--- src/rtl/core/rlit_pkg.sv ---
// Shared types and constants for the register lifetime interval table.
// No dependencies; every other file in the project but rlit_ram uses this package.
`timescale 1ns / 1ps

package rlit_pkg;

  localparam int NUM_REGS      = 256;
  localparam int MAX_INTERVALS = 8;
  localparam int POS_WIDTH     = 32;
  localparam int REG_W         = $clog2(NUM_REGS);
  localparam int SLOT_W        = $clog2(MAX_INTERVALS);
  localparam int CNT_W         = $clog2(MAX_INTERVALS + 1);
  localparam int RC_W          = 9;
  localparam int IV_DEPTH      = NUM_REGS * MAX_INTERVALS;

  typedef logic [POS_WIDTH-1:0] pos_t;

  typedef enum logic [1:0] {
    OP_MARK   = 2'd0,
    OP_ADD    = 2'd1,
    OP_SPAN   = 2'd2,
    OP_ACTIVE = 2'd3
  } op_t;

  localparam logic [1:0] ST_OK   = 2'd0;
  localparam logic [1:0] ST_OOB  = 2'd1;
  localparam logic [1:0] ST_FULL = 2'd2;

  typedef struct packed {
    pos_t start;
    pos_t stop;
  } iv_t;

  typedef struct packed {
    pos_t             start;
    pos_t             stop;
    logic [CNT_W-1:0] count;
  } rec_t;

  localparam int IV_W  = $bits(iv_t);
  localparam int REC_W = $bits(rec_t);

  typedef enum logic [2:0] {
    S_IDLE,
    S_REC,
    S_LOAD,
    S_FIND,
    S_ABSORB,
    S_WRITE,
    S_DONE
  } state_t;

  typedef struct packed {
    logic capture;
    logic rec_load;
    logic load_step;
    logic find;
    logic absorb;
    logic wr_step;
    logic emit;
  } cmd_t;

  typedef struct packed {
    logic oob;
    op_t  op;
    logic load_done;
    logic refuse;
    logic absorb_more;
    logic write_last;
    logic out_free;
  } sts_t;

endpackage

--- src/rtl/core/rlit_ctrl.sv ---
// Controller state machine: sequences record read, list load, search,
// absorb, write back and result hand-off. Depends on rlit_pkg.
`timescale 1ns / 1ps

module rlit_ctrl (
  input  logic           clk,
  input  logic           rst,
  input  logic           item_valid,
  output logic           item_ready,
  input  rlit_pkg::sts_t sts,
  output rlit_pkg::cmd_t cmd
);

  import rlit_pkg::*;

  state_t state, state_next;

  always_ff @(posedge clk) begin
    if (rst) begin
      state <= S_IDLE;
    end else begin
      state <= state_next;
    end
  end

  always_comb begin
    state_next = state;
    cmd        = '0;
    item_ready = 1'b0;
    case (state)
      S_IDLE: begin
        item_ready = 1'b1;
        if (item_valid) begin
          cmd.capture = 1'b1;
          state_next  = sts.oob ? S_DONE : S_REC;
        end
      end
      S_REC: begin
        cmd.rec_load = 1'b1;
        state_next   = (sts.op == OP_MARK || sts.op == OP_SPAN) ? S_DONE : S_LOAD;
      end
      S_LOAD: begin
        cmd.load_step = 1'b1;
        if (sts.load_done) begin
          state_next = S_FIND;
        end
      end
      S_FIND: begin
        cmd.find = 1'b1;
        if (sts.op == OP_ADD && !sts.refuse) begin
          state_next = S_ABSORB;
        end else begin
          state_next = S_DONE;
        end
      end
      S_ABSORB: begin
        cmd.absorb = 1'b1;
        if (!sts.absorb_more) begin
          state_next = S_WRITE;
        end
      end
      S_WRITE: begin
        cmd.wr_step = 1'b1;
        if (sts.write_last) begin
          state_next = S_DONE;
        end
      end
      S_DONE: begin
        if (sts.out_free) begin
          cmd.emit   = 1'b1;
          state_next = S_IDLE;
        end
      end
      default: begin
        state_next = S_IDLE;
      end
    endcase
  end

endmodule

--- config.mk ---
export PLATFORM = sky130hd
export DESIGN_NAME = rlit_ctrl
export DESIGN_NICKNAME = d
export VERILOG_FILES = /design/src/rtl/core/rlit_pkg.sv /design/src/rtl/core/rlit_ctrl.sv
export SDC_FILE = /design/constraint.sdc
export NUM_CORES = 1
export LEC_CHECK = 0
export BUFFER_PORTS_ARGS = -buffer_cell sky130_fd_sc_hd__buf_2
export CAP_MARGIN = 20
export CORE_AREA = 4 4 41 43
export CTS_CLUSTER_SIZE = 12
export DETAILED_ROUTE_END_ITERATION = 16
export DIE_AREA = 0 0 45 47
export GPL_ROUTABILITY_DRIVEN = 0
export GPL_TIMING_DRIVEN = 0
export PLACE_DENSITY_LB_ADDON = 0.3
export REMOVE_ABC_BUFFERS = 1
export SETUP_SLACK_MARGIN = 0.02
export SYNTH_ARGS = -nofsm -noshare
export SYNTH_HDL_FRONTEND = slang
export SYNTH_SLANG_ARGS = --single-unit
--- constraint.sdc ---
create_clock -name clk -period 3.45 [get_ports clk]
set_input_delay 0.345 -clock clk [delete_from_list [all_inputs] [get_ports clk]]
set_output_delay 0.345 -clock clk [all_outputs]
set_load 0.01 [all_outputs]
[Yosys cells after proc, flatten, opt, wreduce, memory -nomap -nowiden]
Cells that the tools add are included.
Storage, ports and cells
  bits in writable memories: 0
  latch bits: 0
  register bits after elaboration: 3
  input bits: 11
  output and inout bits: 8
  memories: 0
  ROM bits: 0
Operators by class
  shift-type cells: 0
  magnitude comparators: 0
  $add $sub $neg: 0
  eq/ne operators: 13
  reductions and logical operators: 6
  mux-type cells: 19
  div/mod/pow operators: 0
  multipliers: 0
  bitwise gates (word level): 0
Operators by type and width (count)
  two-way mux 3 bit: 7
  one-hot mux 3 bit (7 select lines): 1
  two-way mux 1 bit: 10
  != test 2 bit (second input constant): 5
  == test 3 bit (second input constant): 3
  == test 3 x 2 -> 1 bit (second input constant): 2
  AND reduction 5 bit: 1
  == test 3 x 1 -> 1 bit (second input constant): 1
  zero test 3 bit: 1
  == test 2 x 1 -> 1 bit (second input constant): 1
  == test 2 bit (second input constant): 1
  zero test 2 bit: 1
  two-way mux 2 bit: 1
  logical AND 1 bit: 1
  zero test 1 bit: 1
  logical OR 1 bit: 1

[Depth between registers and ports, before layout]
  depth in word-level cells: 4
  depth in mapped cells: 4

[Worst setup path after synthesis]
Ideal clock, no wire load.
  kind: register -> output
  start: register state[1]
  end: output cmd[6] (netlist name)
  path slack: 2.110 ns
  buffers on the path: 1
  cell stages (with the launch flop): 4
  arrival: 0.995 ns
  cell sequence: dfxtp_1 -> buf_6 -> nor3_1 -> and2_1
RTL lines
  from (decl): line rlit_ctrl.sv:16  | state_t state, state_next;
  from (signal assigned): line rlit_ctrl.sv:22  | state <= state_next;
  to (decl): line rlit_ctrl.sv:11  | output rlit_pkg::cmd_t cmd

==> impl_results.md <==
* Global-route wire length before repair at 1435 um
* Slew HR at 0.6369
* Post-Layout Cell Count at 74
* XOR/XNOR share of the synthesized area at 0
* Slew @ Worst Pin at 0.5439 ns
* Post-synthesis sequential area ratio at 0.1905
* Arrival time of the worst setup path at 1.30 ns
* Clock latency on the worst-skew pair at 0.23 ns
* Synth Area in Simple Gates at 0.4206
* Iteration-0 DRC Markers at 2
* Antenna Nets Post-Route at 0
* Final hold viol count at 0
* Tmin final at 1.646 ns
* RSZ-0062 raised after global routing: false
* DRC at 0
* Critical path endpoint category: output pin
* Clk sinks at 3
* Largest family of logic cells by synthesized area: simple AND/OR/NAND/NOR gates
* Crit Path Class: flip-flop to output pin
* Clock skew at 0.004550 ns
* GRT Overall Usage at 0.09392
* Share of layout cells above drive strength 1 at 0.4068
* DIE AREA at ~2100 um2
* Hpwl dp at 615.7 um
* Synth warnings at 0
* Post_cts resized at 0
* Max reg flops at 3
* H-tree depth at 1
* Root Driver: clkbuf_4
* DP Area at between 300 and 400 um2
* Mux cell area share after synthesis at 0.03571
* Fin crit share at 0.4771
* Yosys reg bits at 3
* P&R area growth vs syn at 34.13%
* Total I/O pin count at 19
* Compound-Gate Fraction of Synth Area at 0.2302
* CTS hold repair buffers at 0
* Routed wire length per instance at around 11 um
* Max-Cap Viols at 0
* Final core utilization at 0.3250
* Status: complete, no violations
* Clock Path Buffers at 2
* Final setup vio count at 0
* Largest net degree at the start of global routing at 17
* Post-place setup slack at 2.022 ns
* Final #Nets at around 70
* Via Count at 338
* Critical path peak fanout at 16
* Inst Count DP at 70
* Avg Cell Area, Syn at approximately 7.9 um2
* Via/cell ratio at about 4.6
* Post-Syn Area at 315.3 um2
* Postcts setup bufs at 0
* Chip height at 47 um
* Tot Pwr at 306.7 uW
* DRT Wirelength at ~790 um
* Adder-cell share of the synthesized area at 0
* Min setup slack post-route at 1.804 ns
* Max Slew Vio Count at 0
* FMAX at 607.5 MHz
* Total core area at 1301 um2
* # rows at 13
* Worst hold path type: input port to flip-flop
* Die width at 45 um
* Initial antenna violation count at 0
* Data required, critical path at 3.11 ns
* CTS buffer count at 3
* VDD IR max at 0.0004329 V
* Yosys cell types at 24
* Top Registers: state (3)
* Power per Cell Area at around 730 nW/um2
* Total negative slack at 0 ns
* Final instance area at 422.9 um2
* Worst hold slack at 0.4232 ns
* Cell count after synthesis at 40
* CTS tree: built
* IO buf count at 18
* Reg clk slew, reported paths at 0.03 ns
* Crit start category: flip-flop
* Global route overflow at 0
* ANT cells at 0
* Leakage at 0.2098 nW
* Vias in the first global route at 336
* Largest reg by FF count: state
* Drt pass-1 iters at 3
* Initial Utilization at 0.2423
==> worst max-delay path, stage by stage, from the launching register on <==
cell	delay, ns
dfxtp_1	0.65
nor3_1	0.12
and2_1	0.17
buf_2	0.13
==> Yosys cell counts <==
master     instances  share of area
nor2_1             5          0.060
buf_6              2          0.071
and2_1             2          0.040
inv_1              3          0.036
a2111oi_2          1          0.048
nand2_1            4          0.048
buf_2              1          0.016
nor2b_1            1          0.020
nor3b_1            2          0.048
nor3_1             2          0.032
and3_1             2          0.040
or2_1              1          0.020
a41oi_2            1          0.052
a21oi_1            1          0.016
o211ai_1           1          0.024
nor4_4             1          0.067
and4_1             1          0.028
mux2_1             1          0.036
dfxtp_1            3           0.19
nand2b_1           1          0.020
o311a_1            1          0.032
a31oi_1            1          0.020
o21ai_0            1          0.016
o21bai_1           1          0.024
==> layout by cell type (no fill, tap or decap), drive strengths merged, types with 2 or more instances in the layout <==
master and instances:
and2 2, and3 2, buf 18, clkbuf 4, dfxtp 3, inv 3
nand2 4, nor2 5, nor3 2, nor3b 2
==> cells by family (layout without fill, tap and decap cells) <==
| kind of cell | count (synthesis) | after routing |
|---|---|---|
| simple gates | 22 | 22 |
| compound gates | 8 | 8 |
| buf+inv | 6 | 25 |
| flops | 3 | 3 |
| mux | 1 | 1 |
==> where the power goes <==
| group | leakage (nW) | internal [mW] | switching, mW | total [mW] |
|---|---|---|---|---|
| clock | 0.0150 | 0.0433 | 0.0175 | 0.0607 |
| combinational | 0.170 | 0.0754 | 0.0708 | 0.146 |
| sequential | 0.0249 | 0.0492 | 0.0506 | 0.0998 |
| total | 0.210 | 0.168 | 0.139 | 0.307 |
==> layout make-up <==
type                            instances  area [um2]
Multi-Input combinational cell         31       216.5
Fill cell                             163       878.3
Inverter                                3       11.26
Tap cell                               15       18.77
Clock buffer                            4       26.28
Sequential cell                         3       60.06
Timing Repair Buffer                   18       90.09
==> final timing paths <==
| kind | startpoint | slack, ns | depth (start not counted) | endpoint |
|---|---|---|---|---|
| setup / recovery | state[2]$_SDFFE_PP0P_ | 1.80 | 3 | cmd[6] |
| hold / removal | rst | 0.42 | 3 | state[2]$_SDFFE_PP0P_ |
| setup reg to reg | state[2]$_SDFFE_PP0P_ | 2.04 | 3 | state[0]$_SDFFE_PP0P_ |
| hold reg to reg | state[1]$_SDFFE_PP0P_ | 0.77 | 2 | state[2]$_SDFFE_PP0P_ |
==> routing by layer <==
| layer | part of all wire | vias to the layer above | track usage | routed length, um |
|---|---|---|---|---|
| met3 | 0.065 | 0 | 0.04598 | 51 |
| met5 | 0 | - | 0 | 0 |
| met1 | 0.44 | 148 | 0.1179 | 346 |
| met2 | 0.49 | 11 | 0.1469 | 387 |
| met4 | 0 | 0 | 0.01754 | 0 |
| li1 | - | 179 | - | - |
(Power assumes the default switching activity.)
